==> config.mk <==
export PLATFORM = sky130hd
export DESIGN_NAME = decimal_reading_lcd_nibble_writer_top
export DESIGN_NICKNAME = d
export VERILOG_FILES = /design/src/rtl/core/drlw_pkg.sv /design/src/rtl/core/decimal_reading_lcd_nibble_writer_top.sv /design/src/rtl/core/drlw_front.sv /design/src/rtl/core/drlw_fifo.sv /design/src/rtl/core/drlw_back.sv
export SDC_FILE = /design/constraint.sdc
export NUM_CORES = 1
export LEC_CHECK = 0
export BUFFER_PORTS_ARGS = -buffer_cell sky130_fd_sc_hd__buf_4
export CAP_MARGIN = 10
export CORE_MARGIN = 1
export CORE_UTILIZATION = 57
export CTS_BUF_LIST = sky130_fd_sc_hd__clkbuf_8
export CTS_CLUSTER_DIAMETER = 80
export DETAILED_ROUTE_END_ITERATION = 12
export GPL_ROUTABILITY_DRIVEN = 0
export HOLD_SLACK_MARGIN = 0.05
export PLACE_DENSITY = 0.82
export SYNTH_ARGS = -nofsm -noshare
export SYNTH_HDL_FRONTEND = slang
export SYNTH_SLANG_ARGS = --single-unit
==> constraint.sdc <==
create_clock -name clk_i -period 3.79 [get_ports clk_i]
set_input_delay 0.1895 -clock clk_i [delete_from_list [all_inputs] [get_ports clk_i]]
set_output_delay 0.1895 -clock clk_i [all_outputs]
set_load 0.005 [all_outputs]
==> src/rtl/core/drlw_pkg.sv <==
// shared types, codes and command constants of the lcd nibble writer
`default_nettype none

package drlw_pkg;

  typedef enum logic {
    OpInit = 1'b0,
    OpShow = 1'b1
  } op_e;

  typedef enum logic [1:0] {
    SettleShort = 2'd0,
    SettleLong  = 2'd1,
    SettleClear = 2'd2
  } settle_e;

  typedef enum logic [2:0] {
    FrIdle = 3'b001,
    FrConv = 3'b010,
    FrPush = 3'b100
  } front_state_e;

  localparam int unsigned AddrW = 3;
  localparam logic [AddrW-1:0] RegCursorAddr = 3'd0;

  localparam logic [7:0] CmdFunctionSet = 8'h28;
  localparam logic [7:0] CmdDisplayOn   = 8'h0C;
  localparam logic [7:0] CmdEntryMode   = 8'h06;
  localparam logic [7:0] CmdClear       = 8'h01;
  localparam logic [7:0] CmdSetDdram    = 8'h80;
  localparam logic [7:0] AsciiZero      = 8'h30;

  localparam int unsigned InitBytes = 4;

  function automatic logic [7:0] setup_cmd(input logic [1:0] idx);
    logic [7:0] cmd;
    unique case (idx)
      2'd0:    cmd = CmdFunctionSet;
      2'd1:    cmd = CmdDisplayOn;
      2'd2:    cmd = CmdEntryMode;
      default: cmd = CmdClear;
    endcase
    return cmd;
  endfunction

endpackage

`default_nettype wire

==> src/rtl/core/decimal_reading_lcd_nibble_writer_top.sv <==
// top level of the 4-bit lcd writer: register port, front end, queue, sequencer
//
// channel   dir  beat contents
// s_*       in   tdata: opcode[0], sample[SAMPLE_BITS:1]
// m_*       out  tdata: nibble[3:0], settle_class[5:4]; tuser: register_select; tlast
// apb       in   cursor_address at byte address 0
//
// an init beat gives 8 nibble beats, a show beat 2+2*DIGITS, one per cycle from the sequencer
// while m_tready is not stalled; the front end converts the sample of a show beat to bcd,
// overlapped with output of the previous entry
// reset clears handshake state and cursor_address, no clearing pass
// a stalled m_tready holds the output register; the queue then fills and s_tready drops
`default_nettype none

module decimal_reading_lcd_nibble_writer_top #(
  parameter int unsigned DIGITS      = 4,
  parameter int unsigned SAMPLE_BITS = 10
) (
  input  wire logic                                   clk_i,
  input  wire logic                                   rst_ni,
  input  wire logic                                   s_tvalid,
  output      logic                                   s_tready,
  // opcode, sample
  input  wire logic [((SAMPLE_BITS + 8) / 8) * 8 - 1:0] s_tdata,
  output      logic                                   m_tvalid,
  input  wire logic                                   m_tready,
  // nibble, settle_class
  output      logic [7:0]                             m_tdata,
  // register_select
  output      logic                                   m_tuser,
  output      logic                                   m_tlast,
  input  wire logic                                   psel,
  input  wire logic                                   penable,
  input  wire logic                                   pwrite,
  input  wire logic [drlw_pkg::AddrW-1:0]             paddr,
  input  wire logic [31:0]                            pwdata,
  output      logic [31:0]                            prdata,
  output      logic                                   pready
);
  import drlw_pkg::*;

  localparam int unsigned BcdW = 4 * DIGITS;

  logic [6:0]      cursor_q;
  logic            fr_valid, fr_ready;
  op_e             fr_op;
  logic [BcdW-1:0] fr_bcd;
  logic            q_valid, q_ready;
  logic [BcdW:0]   q_data;
  op_e             q_op;
  settle_e         settle;
  logic [3:0]      nibble;
  op_e             in_op;

  assign pready = 1'b1;
  assign prdata = (paddr == RegCursorAddr) ? {25'd0, cursor_q} : 32'd0;

  always_ff @(posedge clk_i or negedge rst_ni) begin
    if (!rst_ni) begin
      cursor_q <= '0;
    end else if (psel && penable && pwrite && pready && (paddr == RegCursorAddr)) begin
      cursor_q <= pwdata[6:0];
    end
  end

  assign in_op = op_e'(s_tdata[0]);

  drlw_front #(
    .DIGITS      (DIGITS),
    .SAMPLE_BITS (SAMPLE_BITS)
  ) u_front (
    .clk_i       (clk_i),
    .rst_ni      (rst_ni),
    .in_valid_i  (s_tvalid),
    .in_ready_o  (s_tready),
    .in_op_i     (in_op),
    .in_sample_i (s_tdata[SAMPLE_BITS:1]),
    .out_valid_o (fr_valid),
    .out_ready_i (fr_ready),
    .out_op_o    (fr_op),
    .out_bcd_o   (fr_bcd)
  );

  drlw_fifo #(
    .WIDTH (BcdW + 1)
  ) u_fifo (
    .clk_i       (clk_i),
    .rst_ni      (rst_ni),
    .in_valid_i  (fr_valid),
    .in_ready_o  (fr_ready),
    .in_data_i   ({fr_bcd, fr_op}),
    .out_valid_o (q_valid),
    .out_ready_i (q_ready),
    .out_data_o  (q_data)
  );

  assign q_op = op_e'(q_data[0]);

  drlw_back #(
    .DIGITS (DIGITS)
  ) u_back (
    .clk_i        (clk_i),
    .rst_ni       (rst_ni),
    .in_valid_i   (q_valid),
    .in_ready_o   (q_ready),
    .in_op_i      (q_op),
    .in_bcd_i     (q_data[BcdW:1]),
    .cursor_i     (cursor_q),
    .out_valid_o  (m_tvalid),
    .out_ready_i  (m_tready),
    .out_rs_o     (m_tuser),
    .out_nibble_o (nibble),
    .out_settle_o (settle),
    .out_last_o   (m_tlast)
  );

  assign m_tdata = {2'b00, settle, nibble};

endmodule

`default_nettype wire

==> src/rtl/core/drlw_front.sv <==
// front end: takes input beats and converts the sample of a show beat to bcd one bit per cycle
`default_nettype none

module drlw_front #(
  parameter int unsigned DIGITS      = 4,
  parameter int unsigned SAMPLE_BITS = 10
) (
  input  wire logic                     clk_i,
  input  wire logic                     rst_ni,
  input  wire logic                     in_valid_i,
  output      logic                     in_ready_o,
  input  wire drlw_pkg::op_e            in_op_i,
  input  wire logic [SAMPLE_BITS-1:0]   in_sample_i,
  output      logic                     out_valid_o,
  input  wire logic                     out_ready_i,
  output      drlw_pkg::op_e            out_op_o,
  output      logic [4*DIGITS-1:0]      out_bcd_o
);
  import drlw_pkg::*;

  localparam int unsigned BcdW = 4 * DIGITS;
  localparam int unsigned CntW = (SAMPLE_BITS > 1) ? $clog2(SAMPLE_BITS) : 1;

  front_state_e           state_q, state_d;
  logic [CntW-1:0]        cnt_q, cnt_d;
  logic [BcdW-1:0]        bcd_q, bcd_d;
  logic [SAMPLE_BITS-1:0] shift_q, shift_d;
  op_e                    op_q, op_d;
  logic                   accept;

  // one double-dabble step: correct each digit, then shift in the next bit
  function automatic logic [BcdW-1:0] dabble(input logic [BcdW-1:0] bcd, input logic b);
    logic [BcdW-1:0] adj;
    adj = bcd;
    for (int i = 0; i < DIGITS; i++) begin
      if (bcd[4*i +: 4] >= 4'd5) begin
        adj[4*i +: 4] = bcd[4*i +: 4] + 4'd3;
      end
    end
    return {adj[BcdW-2:0], b};
  endfunction

  assign in_ready_o  = (state_q == FrIdle) || ((state_q == FrPush) && out_ready_i);
  assign accept      = in_valid_i && in_ready_o;
  assign out_valid_o = (state_q == FrPush);
  assign out_op_o    = op_q;
  assign out_bcd_o   = bcd_q;

  always_comb begin
    state_d = state_q;
    cnt_d   = cnt_q;
    bcd_d   = bcd_q;
    shift_d = shift_q;
    op_d    = op_q;
    unique case (state_q)
      FrIdle: begin
      end
      FrConv: begin
        bcd_d   = dabble(bcd_q, shift_q[SAMPLE_BITS-1]);
        shift_d = shift_q << 1;
        cnt_d   = cnt_q + 1'b1;
        if (cnt_q == CntW'(SAMPLE_BITS - 1)) begin
          state_d = FrPush;
        end
      end
      FrPush: begin
        if (out_ready_i) begin
          state_d = FrIdle;
        end
      end
      default: state_d = FrIdle;
    endcase
    if (accept) begin
      op_d    = in_op_i;
      bcd_d   = BcdW'(in_sample_i[SAMPLE_BITS-1]);
      shift_d = in_sample_i << 1;
      cnt_d   = CntW'(1);
      state_d = ((in_op_i == OpShow) && (SAMPLE_BITS > 1)) ? FrConv : FrPush;
    end
  end

  always_ff @(posedge clk_i or negedge rst_ni) begin
    if (!rst_ni) begin
      state_q <= FrIdle;
      cnt_q   <= '0;
    end else begin
      state_q <= state_d;
      cnt_q   <= cnt_d;
    end
  end

  always_ff @(posedge clk_i) begin
    bcd_q   <= bcd_d;
    shift_q <= shift_d;
    op_q    <= op_d;
  end

endmodule

`default_nettype wire

==> src/rtl/core/drlw_fifo.sv <==
// two-entry queue between front end and nibble sequencer
`default_nettype none

module drlw_fifo #(
  parameter int unsigned WIDTH = 17
) (
  input  wire logic             clk_i,
  input  wire logic             rst_ni,
  input  wire logic             in_valid_i,
  output      logic             in_ready_o,
  input  wire logic [WIDTH-1:0] in_data_i,
  output      logic             out_valid_o,
  input  wire logic             out_ready_i,
  output      logic [WIDTH-1:0] out_data_o
);

  logic [WIDTH-1:0] mem_q [2];
  logic             wr_q, rd_q;
  logic [1:0]       cnt_q;
  logic             push, pop;

  assign in_ready_o  = (cnt_q != 2'd2);
  assign out_valid_o = (cnt_q != 2'd0);
  assign out_data_o  = mem_q[rd_q];
  assign push        = in_valid_i && in_ready_o;
  assign pop         = out_valid_o && out_ready_i;

  always_ff @(posedge clk_i or negedge rst_ni) begin
    if (!rst_ni) begin
      wr_q  <= 1'b0;
      rd_q  <= 1'b0;
      cnt_q <= 2'd0;
    end else begin
      if (push) begin
        wr_q <= ~wr_q;
      end
      if (pop) begin
        rd_q <= ~rd_q;
      end
      if (push && !pop) begin
        cnt_q <= cnt_q + 2'd1;
      end else if (pop && !push) begin
        cnt_q <= cnt_q - 2'd1;
      end
    end
  end

  always_ff @(posedge clk_i) begin
    if (push) begin
      mem_q[wr_q] <= in_data_i;
    end
  end

endmodule

`default_nettype wire

==> src/rtl/core/drlw_back.sv <==
// back end: walks the bytes of one entry and sends one nibble beat per cycle while the output is not stalled
`default_nettype none

module drlw_back #(
  parameter int unsigned DIGITS = 4
) (
  input  wire logic                clk_i,
  input  wire logic                rst_ni,
  input  wire logic                in_valid_i,
  output      logic                in_ready_o,
  input  wire drlw_pkg::op_e       in_op_i,
  input  wire logic [4*DIGITS-1:0] in_bcd_i,
  input  wire logic [6:0]          cursor_i,
  output      logic                out_valid_o,
  input  wire logic                out_ready_i,
  output      logic                out_rs_o,
  output      logic [3:0]          out_nibble_o,
  output      drlw_pkg::settle_e   out_settle_o,
  output      logic                out_last_o
);
  import drlw_pkg::*;

  localparam int unsigned BcdW       = 4 * DIGITS;
  localparam int unsigned NumNibShow = 2 + 2 * DIGITS;
  localparam int unsigned NumNibInit = 2 * InitBytes;
  localparam int unsigned NibMax     = (NumNibShow > NumNibInit) ? NumNibShow : NumNibInit;
  localparam int unsigned NibW       = $clog2(NibMax);
  localparam int unsigned ByteW      = NibW - 1;

  logic            cur_vld_q, cur_vld_d;
  op_e             cur_op_q, cur_op_d;
  logic [BcdW-1:0] cur_bcd_q, cur_bcd_d;
  logic [NibW-1:0] cnt_q, cnt_d;

  logic            m_valid_q, m_valid_d;
  logic            m_rs_q, m_rs_d;
  logic [3:0]      m_nib_q, m_nib_d;
  settle_e         m_settle_q, m_settle_d;
  logic            m_last_q, m_last_d;

  logic             out_free, emit, is_last, finish, pop;
  logic [ByteW-1:0] byte_idx;
  logic [3:0]       digit;
  logic [7:0]       cur_byte;

  assign out_free   = !m_valid_q || out_ready_i;
  assign emit       = cur_vld_q && out_free;
  assign is_last    = (cur_op_q == OpShow) ? (cnt_q == NibW'(NumNibShow - 1))
                                           : (cnt_q == NibW'(NumNibInit - 1));
  assign finish     = emit && is_last;
  assign in_ready_o = !cur_vld_q || finish;
  assign pop        = in_valid_i && in_ready_o;
  assign byte_idx   = cnt_q[NibW-1:1];

  always_comb begin
    digit = '0;
    for (int i = 0; i < DIGITS; i++) begin
      if (byte_idx == ByteW'(DIGITS - i)) begin
        digit = cur_bcd_q[4*i +: 4];
      end
    end
  end

  always_comb begin
    if (cur_op_q == OpInit) begin
      cur_byte = setup_cmd(byte_idx[1:0]);
    end else if (byte_idx == '0) begin
      cur_byte = CmdSetDdram | {1'b0, cursor_i};
    end else begin
      cur_byte = AsciiZero | {4'b0000, digit};
    end
  end

  always_comb begin
    cur_vld_d  = cur_vld_q;
    cur_op_d   = cur_op_q;
    cur_bcd_d  = cur_bcd_q;
    cnt_d      = cnt_q;
    m_valid_d  = m_valid_q;
    m_rs_d     = m_rs_q;
    m_nib_d    = m_nib_q;
    m_settle_d = m_settle_q;
    m_last_d   = m_last_q;
    if (out_ready_i) begin
      m_valid_d = 1'b0;
    end
    if (emit) begin
      m_valid_d = 1'b1;
      m_rs_d    = (cur_op_q == OpShow) && (byte_idx != '0);
      m_nib_d   = cnt_q[0] ? cur_byte[3:0] : cur_byte[7:4];
      m_last_d  = is_last;
      if (!cnt_q[0]) begin
        m_settle_d = SettleShort;
      end else if ((cur_op_q == OpInit) && (byte_idx == ByteW'(InitBytes - 1))) begin
        m_settle_d = SettleClear;
      end else begin
        m_settle_d = SettleLong;
      end
      cnt_d = is_last ? '0 : cnt_q + 1'b1;
    end
    if (finish) begin
      cur_vld_d = 1'b0;
    end
    if (pop) begin
      cur_vld_d = 1'b1;
      cur_op_d  = in_op_i;
      cur_bcd_d = in_bcd_i;
      cnt_d     = '0;
    end
  end

  always_ff @(posedge clk_i or negedge rst_ni) begin
    if (!rst_ni) begin
      cur_vld_q <= 1'b0;
      cnt_q     <= '0;
      m_valid_q <= 1'b0;
    end else begin
      cur_vld_q <= cur_vld_d;
      cnt_q     <= cnt_d;
      m_valid_q <= m_valid_d;
    end
  end

  always_ff @(posedge clk_i) begin
    cur_op_q   <= cur_op_d;
    cur_bcd_q  <= cur_bcd_d;
    m_rs_q     <= m_rs_d;
    m_nib_q    <= m_nib_d;
    m_settle_q <= m_settle_d;
    m_last_q   <= m_last_d;
  end

  assign out_valid_o  = m_valid_q;
  assign out_rs_o     = m_rs_q;
  assign out_nibble_o = m_nib_q;
  assign out_settle_o = m_settle_q;
  assign out_last_o   = m_last_q;

  a_init_cnt_bound: assert property (@(posedge clk_i) disable iff (!rst_ni)
    (cur_vld_q && (cur_op_q == OpInit)) |-> (cnt_q <= NibW'(NumNibInit - 1)))
    else $error("init nibble count past end of sequence");

  a_last_on_low_half: assert property (@(posedge clk_i) disable iff (!rst_ni)
    (m_valid_q && m_last_q) |-> (m_settle_q != SettleShort))
    else $error("last beat is not a low half");

  a_entry_held: assert property (@(posedge clk_i) disable iff (!rst_ni)
    (emit && !is_last) |=> cur_vld_q)
    else $error("entry dropped before its last nibble");

endmodule

`default_nettype wire

# Yosys cells after proc, flatten, opt, wreduce, memory -nomap -nowiden
# Memories as Yosys holds them, arrays and structs flattened. A register that Yosys moved wholly into a read port is not among the register bits.
# Index checks and enable logic that the tools add are counted.
# word_totals
latch_bits	0
ramBits	34
out_inout_bits	45
memories	1
mem_bits_ro	0
input_bits	58
elab_cells	116
reg_bits	58
# memory_table
name	depth	word_bits	rd	rd_clocked_by_memory_dff	wr	line	rtl
u_fifo.mem_q	2	17	1	1	1	drlw_fifo.sv:17	logic [WIDTH-1:0] mem_q [2];
# op_classes
div	0
bitwise_logic	3
n_shift	0
addsub	8
n_reduce_logical	30
n_eq_ne	16
mux	37
order_cmp	4
mul	0
# ops
cell	count
4-bit two-way mux	13
10-bit two-way mux	2
6-bit case mux with 3 select lines	1
4-bit by 3-bit greater-or-equal comparator with 1-bit output, second input constant	4
8-bit two-way mux	2
3-bit two-way mux	5
4-bit by 2-bit adder with 4-bit output, second input constant	3
1-bit logical AND	12
2-bit nonzero test	6
3-bit by 2-bit equality test with 1-bit output, second input constant	3
1-bit two-way mux	9
3-bit case mux with 3 select lines	1
4-bit by 1-bit adder with 4-bit output, second input constant	2
4-bit equality test, second input constant	2
7-bit two-way mux	1
3-bit by 1-bit equality test with 1-bit output, second input constant	2
3-bit equality test, second input constant	2
3-bit logical NOT	2
2-bit two-way mux	3
3-bit by 1-bit != test with 1-bit output, second input constant	2
4-bit by 3-bit equality test with 1-bit output, second input constant	1
1-bit logical NOT	4
3-bit by 2-bit adder with 3-bit output, second input constant	1
1-bit logical OR	3
other kinds (10)	12

# Logic depth before layout (Yosys ltp)
# Gate-level depths: netlist of the first run.
# depth
ltp_word	9
depth_mapped	9
depth_no_buf	8

# Cells and area by module
# From an unflattened synthesis of the first run, not the netlist that was laid out.
# unflattened
hier_cells	406
hier_area_um2	5267.6
# modules_own_cells
module	area_per_inst_um2	cells_each	instances
drlw_front	1691.6	160	1
drlw_back	1547.7	121	1
drlw_fifo	1473.9	71	1
decimal_reading_lcd_nibble_writer_top	554.3	54	1

# Least setup slack after synthesis of the first run
# Ideal clock, no wire load.
# synth_path
path_kind	reg2reg
startpoint	register u_front.state_q[1]
endpoint	memory u_fifo.mem_q[0][0], enable pin
required_time_ns	3.355
setup_slack_ns	1.074
path_stages_with_launch	3
t_arrival_ns	2.281
synth_period_minus_slack_ns	2.716
n_path_buf	1
cell_sequence	dfrtp_1 > buf_2 > nor4_1
# synth_via
elab_chain_len	4
# synth_rtl
item	line	rtl
from (decl)	drlw_front.sv:24	front_state_e state_q, state_d;
from (signal assigned)	drlw_front.sv:84	state_q <= FrIdle;
from (signal assigned)	drlw_front.sv:87	state_q <= state_d;
3-bit equality test	drlw_front.sv:45	assign out_valid_o = (state_q == FrPush);
1-bit logical AND	drlw_fifo.sv:25	assign push = in_valid_i && in_ready_o;
1-bit two-way mux	drlw_fifo.sv:49	if (push) begin
1-bit two-way mux (not written as such)	drlw_fifo.sv:50	mem_q[wr_q] <= in_data_i;
to (decl)	drlw_fifo.sv:17	
# Every way passes these cells.

# Final worst setup path of the first run
# layout_path
startpoint	register u_back.cnt_q[3]
endpoint	register u_fifo.cnt_q[1]
# layout_via
elab_chain_len	8
elab_cells_between_ends	11
# layout_rtl
item	line	rtl
from (decl)	drlw_back.sv:33	logic [NibW-1:0] cnt_q, cnt_d;
from (signal assigned)	drlw_back.sv:119	cnt_q <= cnt_d;
4-bit by 3-bit equality test with 1-bit output or 4-bit equality test (tied branches)	drlw_back.sv:49, drlw_back.sv:48	
1-bit two-way mux (*)	drlw_back.sv:48	assign is_last = (cur_op_q == OpShow) ? (cnt_q == NibW'(NumNibShow - 1))
1-bit logical AND (*)	drlw_back.sv:50	assign finish = emit && is_last;
1-bit logical OR (*)	drlw_back.sv:51	assign in_ready_o = !cur_vld_q || finish;
1-bit logical AND (*)	drlw_fifo.sv:26	assign pop = out_valid_o && out_ready_i;
1-bit logical NOT	drlw_fifo.sv:40	if (push && !pop) begin
1-bit logical AND	drlw_fifo.sv:40	
2-bit two-way mux or 2-bit nonzero test (tied branches)	-	
to (signal assigned)	drlw_fifo.sv:41	cnt_q <= cnt_q + 2'd1;
to (signal assigned)	drlw_fifo.sv:43	cnt_q <= cnt_q - 2'd1;
to (decl)	drlw_fifo.sv:19	logic [1:0] cnt_q;
# Every way passes the cells marked *; elsewhere a longest branch is shown, timed or not.
# A chain may end at the register's enable or synchronous reset.

==> results of run 1 <==
cell type report:
class                   count  area, um^2
clock inverters             7        95.1
multi-input cells         274        1910
flip-flops and latches    109        3000
clock buffers               9         124
inverters                  18        67.6
repair buffers             53         415
fillers                   633        3010
well taps                 108         135
power breakdown:
| group | internal, uW | switching, uW | total (uW) |
|---|---|---|---|
| Clock | 376 | 387 | 763 |
| Sequential | 1540 | 228 | 1760 |
| Combinational | 445 | 452 | 896 |
| Total | 2360 | 1070 | 3420 |
critical path: stages (launching register included):
cell                       delay, ps
sky130_fd_sc_hd__dfrtp_1         690
sky130_fd_sc_hd__and4bb_2        340
sky130_fd_sc_hd__o211ai_1        200
sky130_fd_sc_hd__a21oi_4         630
sky130_fd_sc_hd__inv_1           110
sky130_fd_sc_hd__ha_1            210
sky130_fd_sc_hd__xor2_1          150
sky130_fd_sc_hd__nor2_1          160
sky130_fd_sc_hd__xor2_1          150
kinds of logic (layout without fill, tap and decap cells):
| group | Yosys count | count (layout) | share of synthesized area (%) |
|---|---|---|---|
| DFF | 109 | 109 | 58.1 |
| and+or+nand+nor | 103 | 103 | 10.8 |
| AOI/OAI and AO/OA | 73 | 73 | 8.83 |
| buffers and inverters | 63 | 87 | 7.06 |
| muxes | 39 | 39 | 8.49 |
| adders and majority gates | 19 | 19 | 4.59 |
| xor gates and xnor gates | 12 | 12 | 2.03 |
| other | 2 | 28 | 0.145 |
cell usage after synthesis, types with 3 or more instances:
| master | number |
|---|---|
| sky130_fd_sc_hd__a211oi_1 | 4 |
| sky130_fd_sc_hd__a21oi_1 | 19 |
| sky130_fd_sc_hd__a221oi_1 | 3 |
| sky130_fd_sc_hd__a31oi_1 | 4 |
| sky130_fd_sc_hd__and2_1 | 10 |
| sky130_fd_sc_hd__buf_2 | 6 |
| sky130_fd_sc_hd__buf_4 | 28 |
| sky130_fd_sc_hd__clkbuf_1 | 8 |
| sky130_fd_sc_hd__dfrtp_1 | 23 |
| sky130_fd_sc_hd__dfxtp_1 | 15 |
| sky130_fd_sc_hd__edfxtp_1 | 70 |
| sky130_fd_sc_hd__ha_1 | 19 |
| sky130_fd_sc_hd__inv_1 | 18 |
| sky130_fd_sc_hd__mux2_1 | 5 |
| sky130_fd_sc_hd__mux2_2 | 34 |
| sky130_fd_sc_hd__nand2_1 | 32 |
| sky130_fd_sc_hd__nand2b_1 | 13 |
| sky130_fd_sc_hd__nand3_1 | 6 |
| sky130_fd_sc_hd__nor2_1 | 12 |
| sky130_fd_sc_hd__nor2b_1 | 9 |
| sky130_fd_sc_hd__nor3_1 | 4 |
| sky130_fd_sc_hd__nor3b_1 | 4 |
| sky130_fd_sc_hd__o21a_1 | 4 |
| sky130_fd_sc_hd__o21ai_0 | 18 |
| sky130_fd_sc_hd__o22ai_1 | 12 |
| sky130_fd_sc_hd__xnor2_1 | 5 |
| sky130_fd_sc_hd__xor2_1 | 7 |
final timing paths:
check / end / slack (ps) / cells past startpoint
max: u_fifo.cnt_q[1]$_DFFE_PN0P_ / 1060 / 8
min in group asynchronous: cursor_q[4]$_DFFE_PN0P_ / 250 / 2
min reg2reg: u_fifo.mem_q[1][0]$_DFFE_PP_ / 460 / 0
max reg2reg: u_fifo.cnt_q[1]$_DFFE_PN0P_ / 1060 / 8
max in group asynchronous: u_front.state_q[0]$_DFFE_PN1P_ / 3240 / 2
min: cursor_q[4]$_DFFE_PN0P_ / 60 / 2
metal layers:
metal	share of wire [%]	vias to the layer above
li1	-	1533
met1	42	1481
met2	52	82
met3	4.3	17
met4	1.8	0
met5	0	-
state kept, by name (all words and copies together), names as in the netlist, 2 cells and up:
name	flops
cursor_q	7
u_back.cnt_q	4
u_back.cur_bcd_q	16
u_back.out_nibble_o	4
u_back.out_settle_o	2
u_fifo.cnt_q	2
u_fifo.mem_q	34
u_front.cnt_q	4
u_front.out_bcd_o	16
u_front.shift_q	9
u_front.state_q	3
what timing repair did:
action / CTS / global route
hold buffers: 7 / 0
hold endpoints to repair: 31 / 0
endpoints found under the setup margin: 0 / 0
metrics by stage:
step	setup slack, ps	cell area (um^2)	std cells	hold slack (ps)
after CTS	1070	5760	578	50.6
after global routing	851	5760	578	54.5
after detailed placement	1120	5470	555	110
after global placement	1270	5470	555	107
after floorplan	1070	5270	446	-106
final	1060	5760	578	62.7
==> Implementation_results.wiki, run 1 <==
{| class="wikitable"
! Metric !! Value
|-
| Status || complete, no violations
|-
| End-of-flow core utilization || 65.7%
|-
| Met2 track demand over resource in global routing || 34.0%
|-
| Die outline height || 97.3 um
|-
| Combined area of all synthesized cells || 5170 um^2
|-
| Final-report hold violation count || 0
|-
| Arrival time worst endpoint || 3020 ps
|-
| Count of unresolved DRC violations after routing || 0
|-
| Setup Skew || 14.7 ps
|-
| Power density of the placed cells || 595 nW/um^2
|-
| Largest net degree at the start of global routing || 27
|-
| Clock sink total || 109
|-
| TritonCTS clock tree || done
|-
| Initial antenna violation count || 0
|-
| Type of the tightest min-delay check || input port to register
|-
| Required time at the endpoint of the critical path || 4080 ps
|-
| Average via count per standard cell || 5.39
|-
| Iter 0 DRT Violations || 152
|-
| Setup repair after global routing missed its margin || false
|-
| Area overhead of the layout relative to synthesis || 11.2%
|-
| Post-synth EDFFs || 70
|-
| Ant. Diodes || 0
|-
| Worst hold start || pwdata[4]
|-
| FF-to-FF Start || u_back.cnt_q[3]$_DFFE_PN0P_
|-
| Worst ir drop on vdd || 297 uV
|-
| First-pass detailed-route iteration total || 4
|-
| Gr busiest metal || met2
|-
| Fraction of final layout cells with drive strength greater than 1 || 22.3%
|-
| Post-layout minimum cycle time || 2730 ps
|-
| Via count of the first global-routing pass || 3101
|-
| Clock Pin Slew Worst Setup and Hold Paths || 90 ps
|-
| Final max-slew violation count || 0
|-
| Count of antenna-violating nets left after detailed routing || 0
|-
| Nature of the critical path startpoint || register
|-
| Top fanout value on the critical path || 22
|-
| Pleak || 0.00220 uW
|-
| Horiz. Die Dim || 97.3 um
|-
| Met1 track utilization from global routing || 23.8%
|-
| Most frequent standard cell in the layout excluding fill and tap cells || sky130_fd_sc_hd__edfxtp_1
|-
| Clock network latency to the later pin of the worst-skew pair || 370 ps
|-
| Area of the core || 8760 um^2
|-
| Post-CTS Setup Repair Bufs || 0
|-
| Clock H-tree levels || 3
|-
| Core Rows || 34
|-
| Number of distinct standard cells referenced by the synthesized netlist || 49
|-
| CTS-repair resized insts || 0
|-
| Slew of the pin with the lowest slew margin || 911 ps
|-
| Predominant post-synthesis flop cell || sky130_fd_sc_hd__edfxtp_1
|-
| Grt ovf || 0
|-
| Flip-flop and latch count after synthesis || 109
|-
| Crit end category || register
|-
| Mean cell area of the mapped netlist || 12.3 um^2
|-
| Count of vias placed by the detailed router || 3113
|-
| Top-level I/O count || 103
|-
| Proportion of synthesized flip-flops having asynchronous set or reset || 22.0%
|-
| Highest-count cells in the layout ignoring fill and taps || sky130_fd_sc_hd__edfxtp_1 (70), sky130_fd_sc_hd__buf_4 (46), sky130_fd_sc_hd__mux2_2 (34)
|-
| Share of the synthesized area in the top cell type || 40.6%
|-
| Critical Path Start || u_back.cnt_q[3]$_DFFE_PN0P_
|-
| Count of warnings emitted by yosys || 0
|-
| DP HPWL || 5.87 mm
|-
| Worst slew slack as a fraction of its limit || 39.0%
|-
| Wire length per cell || 14.7 um
|-
| Clock Root Buffer || sky130_fd_sc_hd__clkbuf_8
|-
| Number of nets at the end of the flow || 542
|-
| CTS buffer count || 9
|-
| Count of port buffers added during placement || 44
|-
| Top cells by area, synth || sky130_fd_sc_hd__edfxtp_1 (41%), sky130_fd_sc_hd__dfrtp_1 (11%), sky130_fd_sc_hd__mux2_2 (7.4%)
|-
| Effective utilization at floorplan || 59.1%
|-
| Met3 Use GR || 4.89%
|-
| Overall power after layout || 3420 uW
|-
| Maximum count of clock buffers along a single path || 2
|-
| Synthesized instance count || 420
|-
| Wire length reported by the detailed router || 8.48 mm
|-
| Number of setup violations in the final report || 0
|-
| Overall routing resource usage || 19.5%
|-
| Seq/Total Area, Yosys || 58.1%
|-
| Type of the worst setup path || register to register
|-
| Highest clock frequency the design can meet || 0.366 GHz
|-
| Largest area contributor in the netlist || sky130_fd_sc_hd__edfxtp_1
|-
| Total negative slack || 0 ps
|-
| # Max-Cap Violations || 0
|-
| Wire length of the first global-routing pass || 14.7 mm
|-
| Area of the die || 9460 um^2
|-
| Post-route clock period utilization || 72.0%
|}
Power figures use the tool's default switching activity.
==> run 2: changes to the inputs <==
--- a/config.mk
+++ b/config.mk
@@ -5,6 +5,7 @@
 export SDC_FILE = /design/constraint.sdc
 export NUM_CORES = 1
 export LEC_CHECK = 0
+export ABC_AREA = 1
 export BUFFER_PORTS_ARGS = -buffer_cell sky130_fd_sc_hd__buf_4
 export CAP_MARGIN = 10
 export CORE_MARGIN = 1
==> constraint.sdc (replaced) <==
create_clock -name clk_i -period 2.84 [get_ports clk_i]
set_input_delay 0.142 -clock clk_i [delete_from_list [all_inputs] [get_ports clk_i]]
set_output_delay 0.142 -clock clk_i [all_outputs]
set_load 0.005 [all_outputs]
==> run 2 against run 1 <==
Effect of this change: final cell count rose by 24%; via count rose by 18%; clock-buffer cell count unchanged; largest power group unchanged; register-to-register slack got worse by 130 ps; global-route usage up 0.40 points; largest cell class unchanged; critical path depth rose by 2.
==> Implementation_results.wiki, run 2 <==
{| class="wikitable"
! Metric !! Value
|-
| Cell type of the slowest stage on the worst timing path || sky130_fd_sc_hd__edfxtp_1
|-
| Clock Root Buffer || sky130_fd_sc_hd__clkbuf_8
|-
| Clock sink total || 109
|-
| Grt ovf || 0
|-
| Clock Pin Slew Worst Setup and Hold Paths || 130 ps
|-
| Top fanout value on the critical path || 7
|-
| Maximum count of clock buffers along a single path || 2
|-
| Overall routing resource usage || 19.9%
|-
| Crit end category || register
|-
| Most common cell in the netlist || sky130_fd_sc_hd__nand2_1
|-
| Post-Place Setup Slack || 949 ps
|-
| Largest area contributor in the netlist || sky130_fd_sc_hd__edfxtp_1
|-
| Internal power || 3090 uW
|-
| Predominant post-synthesis flop cell || sky130_fd_sc_hd__edfxtp_1
|-
| Area of the core || 9200 um^2
|-
| Slowest cell delay on critical path || 510 ps
|-
| Setup repair after global routing missed its margin || false
|-
| Cell types with the highest counts after synthesis || sky130_fd_sc_hd__nand2_1 (148), sky130_fd_sc_hd__edfxtp_1 (70), sky130_fd_sc_hd__inv_1 (61), sky130_fd_sc_hd__buf_4 (29), sky130_fd_sc_hd__o21ai_0 (29)
|-
| Nature of the critical path startpoint || register
|-
| Wire length reported by the detailed router || 9.26 mm
|-
| Number of flip-flops under the largest register name || 34
|-
| Area overhead of the layout relative to synthesis || 11.9%
|-
| Area of the die || 9840 um^2
|-
| Post-route clock period utilization || 67.4%
|-
| Average via count per standard cell || 5.13
|-
| Wire length per cell || 12.9 um
|-
| Top-level I/O count || 103
|-
| Wire length of the first global-routing pass || 15.4 mm
|-
| Number of setup violations in the final report || 0
|-
| Number of distinct standard cells referenced by the synthesized netlist || 43
|-
| Synthesized instance count || 539
|-
| Largest net degree at the start of global routing || 25
|-
| Crit-path leading delay family || flip-flops
|-
| Highest clock frequency the design can meet || 0.523 GHz
|-
| Share of the synthesized area in the top cell type || 39.1%
|-
| Fraction of final layout cells with drive strength greater than 1 || 18.5%
|-
| Required time at the endpoint of the critical path || 3100 ps
|-
| Total negative slack || 0 ps
|-
| Count of port buffers added during placement || 44
|-
| Power share of the clock group || 18.6%
|-
| CTS buffer count || 9
|-
| Pleak || 0.00275 uW
|-
| Count of cells along the worst register-to-register path || 10
|-
| Count of unresolved DRC violations after routing || 0
|-
| Share of total power in combinational logic || 33.6%
|-
| Highest-count cells in the layout ignoring fill and taps || sky130_fd_sc_hd__nand2_1 (148), sky130_fd_sc_hd__edfxtp_1 (70), sky130_fd_sc_hd__inv_1 (61)
|-
| Arrival time worst endpoint || 2180 ps
|-
| Count of vias placed by the detailed router || 3680
|-
| Count of warnings emitted by yosys || 0
|-
| # Max-Cap Violations || 0
|-
| Mean cell area of the mapped netlist || 9.99 um^2
|-
| Stages on the worst setup path || 10
|-
| Proportion of synthesized flip-flops having asynchronous set or reset || 22.0%
|-
| Worst ir drop on vdd || 441 uV
|-
| Worst-case setup margin in the final layout || 926 ps
|-
| Type of the tightest min-delay check || input port to register
|-
| Flip-flop and latch count after synthesis || 109
|-
| Count of antenna-violating nets left after detailed routing || 0
|-
| Seq pwr share || 47.8%
|-
| Initial antenna violation count || 0
|-
| Effective utilization at floorplan || 58.5%
|-
| Number of nets at the end of the flow || 679
|-
| Ordered list of cells on the worst path || inv_2 -> nand2_1 -> nand2_1 -> nand4_1 -> nand2_1 -> nand2_2 -> ha_1 -> a21oi_1 -> o21ai_0 -> xnor2_1
|-
| Clock H-tree levels || 3
|-
| Top cells by area, synth || sky130_fd_sc_hd__edfxtp_1 (39%), sky130_fd_sc_hd__dfrtp_1 (11%), sky130_fd_sc_hd__nand2_1 (10%)
|-
| Buffers & Inverters on Critical Path || 1
|-
| Type of the worst setup path || register to register
|-
| Net switching share of the total power || 37.8%
|-
| Final-report hold violation count || 0
|-
| Hold depth || 3
|-
| Combined area of all synthesized cells || 5380 um^2
|-
| Core Rows || 35
|-
| Die outline height || 99.2 um
|-
| Ant. Diodes || 0
|-
| First-pass detailed-route iteration total || 5
|-
| Critical Path Most Common Cell || sky130_fd_sc_hd__nand2_1
|-
| Iter 0 DRT Violations || 169
|-
| Horiz. Die Dim || 99.2 um
|-
| Post-synth EDFFs || 70
|-
| Setup Skew || 28.2 ps
|-
| Clock network latency to the later pin of the worst-skew pair || 380 ps
|-
| Seq/Total Area, Yosys || 55.8%
|-
| Post-layout minimum cycle time || 1910 ps
|-
| TritonCTS clock tree || done
|-
| Switching power summed over all nets || 1870 uW
|-
| Status || complete, no violations
|-
| Most frequent standard cell in the layout excluding fill and tap cells || sky130_fd_sc_hd__nand2_1
|-
| Power density of the placed cells || 823 nW/um^2
|-
| Via count of the first global-routing pass || 3592
|-
| Largest Register || u_fifo.mem_q
|-
| DP HPWL || 6.43 mm
|-
| Final max-slew violation count || 0
|}
[run 2: path summary, 6_finish.rpt]
path,endpoint,start,slack (ps)
setup / recovery,u_fifo.cnt_q[1]$_DFFE_PN0P_,u_back.cur_op_q$_DFFE_PN_,930
hold / removal,u_front.shift_q[1]$_SDFFCE_PP0N_,s_tdata[1],80
setup reg to reg,u_fifo.cnt_q[1]$_DFFE_PN0P_,u_back.cur_op_q$_DFFE_PN_,930
hold reg to reg,u_fifo.mem_q[0][0]$_DFFE_PP_,u_front.out_op_o$_DFFE_PN_,490
max in group asynchronous,u_front.state_q[0]$_DFFE_PN1P_,rst_ni,2360
min in group asynchronous,u_fifo.wr_q$_DFFE_PN0P_,rst_ni,190
[run 2: kinds of logic after synthesis]
logic type	count (synthesis)	synth area share, %
other cells	2	0.140
flops	109	55.8
buf+inv	109	11.2
fa+ha+maj	19	4.42
compound gates	64	7.72
simple gates	228	19.5
xor+xnor	8	1.30
[run 2: area by class of cell]
class / instances / area [um^2]
inverter: 69 / 264
multi-input combinational: 347 / 1880
sequential: 109 / 3000
clock buffer: 9 / 124
fill: 653 / 3170
clock inverter: 7 / 77.6
timing repair buffer: 66 / 541
tap: 111 / 139
[run 2: power groups by stage]
stage / combinational [uW] / clock, uW / sequential, uW
after floorplan: 1340 / 0 / 2330
after global placement: 1560 / 0 / 2380
after detailed placement: 1640 / 0 / 2400
after CTS: 1670 / 942 / 2370
after global routing: 1880 / 1000 / 2410
final: 1670 / 923 / 2370
[run 2: what timing repair did]
item,4_1_cts,5_1_grt
hold endpoints to repair,41,0
buffers inserted,0,0
gates resized for setup,0,0
hold buffers,18,0
[run 2: through the flow]
stage               cells  total power, uW  utilization (%)  hold slack (ps)  instance area [um^2]
floorplan             565             3670                -             -154                  5480
finish                718             4960             65.5             81.0                  6020
global route          718             5290             65.5             92.1                  6020
global placement      684             3930             61.4             53.9                  5640
CTS                   718             4980             65.5             63.9                  6020
detailed placement    684             4040             61.4             60.5                  5640
[run 2: worst reg2reg max path: stages (launching register included)]
cell	delay, ps
sky130_fd_sc_hd__edfxtp_1	510
sky130_fd_sc_hd__inv_2	140
sky130_fd_sc_hd__nand2_1	90
sky130_fd_sc_hd__nand2_1	100
sky130_fd_sc_hd__nand4_1	80
sky130_fd_sc_hd__nand2_1	110
sky130_fd_sc_hd__nand2_2	100
sky130_fd_sc_hd__ha_1	320
sky130_fd_sc_hd__a21oi_1	110
sky130_fd_sc_hd__o21ai_0	110
sky130_fd_sc_hd__xnor2_1	130
[run 2: per-layer routing]
metal	vias up	part of all wire, %	track usage (%)
met4	0	2.1	8.37
met2	117	52	37.0
met3	18	4.1	3.72
met5	-	0	0
met1	1722	41	22.6
li1	1823	-	-
==> run 3: changes to the inputs <==
==> constraint.sdc (replaced) <==
create_clock -name clk_i -period 1.86 [get_ports clk_i]
set_input_delay 0.093 -clock clk_i [delete_from_list [all_inputs] [get_ports clk_i]]
set_output_delay 0.093 -clock clk_i [all_outputs]
set_load 0.005 [all_outputs]
==> run 3 against run 2 <==
Effect of this change: clock skew down 18 ps; worst hold slack better by 83 ps; design area up 1.2%; first-iteration DRC count up 16%; flip-flop and latch count unchanged; fmax up 11%; critical path depth unchanged; via count down 0.90%; critical path type unchanged.
==> Implementation_results.wiki, run 3 (synthesis gave the netlist of run 2 again) <==
{| class="wikitable"
! Metric !! Value
|-
| Clock H-tree levels || 3
|-
| Area of the core || 9200 um^2
|-
| Pleak || 0.00279 uW
|-
| Fillcell total || 690
|-
| Number of setup violations in the final report || 0
|-
| Power density of the placed cells || 1240 nW/um^2
|-
| Clock sink total || 109
|-
| Crit-path leading delay family || flip-flops
|-
| Fraction of final layout cells with drive strength greater than 1 || 20.1%
|-
| FF-to-FF Start || u_back.cnt_q[2]$_DFFE_PN0P_
|-
| Clock Root Buffer || sky130_fd_sc_hd__clkbuf_8
|-
| Total negative slack || 0 ps
|-
| First-pass detailed-route iteration total || 4
|-
| Count of antenna-violating nets left after detailed routing || 0
|-
| CTS buffer count || 9
|-
| Post-layout minimum cycle time || 1730 ps
|-
| Via count of the first global-routing pass || 3555
|-
| Initial antenna violation count || 0
|-
| TritonCTS clock tree || done
|-
| Average via count per standard cell || 5.00
|-
| Number of cells in the design after placement || 690
|-
| Wire length reported by the detailed router || 9.00 mm
|-
| Met3 Use GR || 3.44%
|-
| Final-report hold violation count || 0
|-
| Highest clock frequency the design can meet || 0.579 GHz
|-
| Required time at the endpoint of the critical path || 2120 ps
|-
| Wire length of the first global-routing pass || 15.1 mm
|-
| DP HPWL || 6.19 mm
|-
| Overall power after layout || 7550 uW
|-
| Ordered list of cells on the worst path || inv_2 -> nand2_1 -> nand2_1 -> nand4_1 -> nand2_1 -> nand2_2 -> ha_1 -> a21oi_1 -> o21ai_1 -> xnor2_1
|-
| Area overhead of the layout relative to synthesis || 13.3%
|-
| Largest net degree at the start of global routing || 25
|-
| Type of the tightest min-delay check || input port to asynchronous set/reset pin
|-
| Type of the worst setup path || register to register
|-
| # Max-Cap Violations || 0
|-
| Horiz. Die Dim || 99.2 um
|-
| Worst hold margin || 164 ps
|-
| Gr busiest metal || met2
|-
| Critical Path Most Common Cell || sky130_fd_sc_hd__nand2_1
|-
| Highest-count cells in the layout ignoring fill and taps || sky130_fd_sc_hd__nand2_1 (148), sky130_fd_sc_hd__edfxtp_1 (70), sky130_fd_sc_hd__inv_1 (59)
|-
| Number of non-filler instances in the completed layout || 729
|-
| Clock Pin Slew Worst Setup and Hold Paths || 100 ps
|-
| Buffers & Inverters on Critical Path || 1
|-
| Cell type of the slowest stage on the worst timing path || sky130_fd_sc_hd__dfrtp_2
|-
| DP Area || 5690 um^2
|-
| Top-level I/O count || 103
|-
| Die outline height || 99.2 um
|-
| Count of vias placed by the detailed router || 3647
|-
| Maximum count of clock buffers along a single path || 2
|-
| Worst R2R Setup Slack || 130 ps
|-
| Register area || 3010 um^2
|-
| Final max-slew violation count || 0
|-
| Reg-to-reg endpoint || u_fifo.cnt_q[1]$_DFFE_PN0P_
|-
| Crit end category || register
|-
| Area used by multi-input combinational logic || 1880 um^2
|-
| Iter 0 DRT Violations || 196
|-
| Clock network latency to the later pin of the worst-skew pair || 370 ps
|-
| Setup Skew || 10.3 ps
|-
| Met1 track utilization from global routing || 21.9%
|-
| Number of nets at the end of the flow || 690
|-
| Count of cells along the worst register-to-register path || 10
|-
| Count of unresolved DRC violations after routing || 0
|-
| Most frequent standard cell in the layout excluding fill and tap cells || sky130_fd_sc_hd__nand2_1
|-
| Number of flip-flops under the largest register name || 34
|-
| Setup repair after global routing missed its margin || false
|-
| Largest Register || u_fifo.mem_q
|-
| Overall routing resource usage || 19.5%
|-
| Worst ir drop on vdd || 590 uV
|-
| Nature of the critical path startpoint || register
|-
| Status || complete, no violations
|-
| Arrival time worst endpoint || 1980 ps
|-
| Wire length per cell || 12.3 um
|-
| Effective utilization at floorplan || 58.5%
|-
| Grt ovf || 0
|-
| Ant. Diodes || 0
|-
| Area of the die || 9840 um^2
|-
| Top fanout value on the critical path || 5
|-
| Met2 track demand over resource in global routing || 35.8%
|-
| Slowest cell delay on critical path || 460 ps
|-
| Core Rows || 35
|-
| Count of port buffers added during placement || 44
|-
| Post-route clock period utilization || 92.9%
|-
| Post-route design area || 6100 um^2
|}
[run 3: changes by cell type in the layout (fill, tap and decap cells not counted), moves of 2 or more]
cell,before,now
sky130_fd_sc_hd__clkinv_2,0,2
sky130_fd_sc_hd__clkinv_8,2,0
sky130_fd_sc_hd__dlygate4sd3_1,18,21
sky130_fd_sc_hd__o21ai_1,0,2
sky130_fd_sc_hd__o21ai_0,29,27
sky130_fd_sc_hd__inv_2,6,8
sky130_fd_sc_hd__inv_1,61,59
sky130_fd_sc_hd__buf_4,48,56
[run 3: final cells by class]
cell class | instances | share of cell area, %
sequential | 109 | 49.3
multi-input combinational | 347 | 30.8
timing repair buffer | 77 | 10.3
inverter | 69 | 4.33
tap | 111 | 2.28
clock buffer | 10 | 2.26
clock inverter | 6 | 0.718
[run 3: what timing repair did]
| item | in CTS | in global routing |
|---|---|---|
| hold buffers | 21 | 0 |
| endpoints found under the hold margin | 45 | 0 |
| buffers inserted | 0 | 2 |
| resized for setup | 0 | 6 |
| endpoints found under the setup margin | 0 | 22 |
[run 3: stage by stage]
stage                     utilization (%)  setup slack [ps]
after floorplan                         -              55.9
after CTS                            66.1              28.7
after global routing                 66.3             0.190
final                                66.3               132
after global placement               61.9               161
after detailed placement             61.9              35.1
[run 3: power by group]
part	total (uW)	internal (uW)	switching [uW]
registers	3540	3270	261
logic	2690	986	1700
clock network	1320	534	790
total	7550	4790	2760
[run 3: worst max path at each step]
stage,start,end,slack (ps),cells past startpoint
floorplan,u_front.state_q[1]$_DFFE_PN0P_,u_fifo.mem_q[1][0]$_DFFE_PP_,60,3
global placement,u_back.cnt_q[2]$_DFFE_PN0P_,u_fifo.cnt_q[1]$_DFFE_PN0P_,160,10
detailed placement,u_back.cnt_q[2]$_DFFE_PN0P_,u_fifo.cnt_q[1]$_DFFE_PN0P_,40,10
CTS,u_back.cnt_q[2]$_DFFE_PN0P_,u_fifo.cnt_q[1]$_DFFE_PN0P_,30,10
global route,u_back.cnt_q[1]$_DFFE_PN0P_,u_back.cur_bcd_q[4]$_DFFE_PN_,0.2,8
finish,u_back.cnt_q[2]$_DFFE_PN0P_,u_fifo.cnt_q[1]$_DFFE_PN0P_,130,10
[run 3: routing by layer]
layer | up-vias | part of all wire [%]
li1 | 1845 | -
met1 | 1681 | 42
met2 | 102 | 52
met3 | 19 | 3.7
met4 | 0 | 2.1
met5 | - | 0
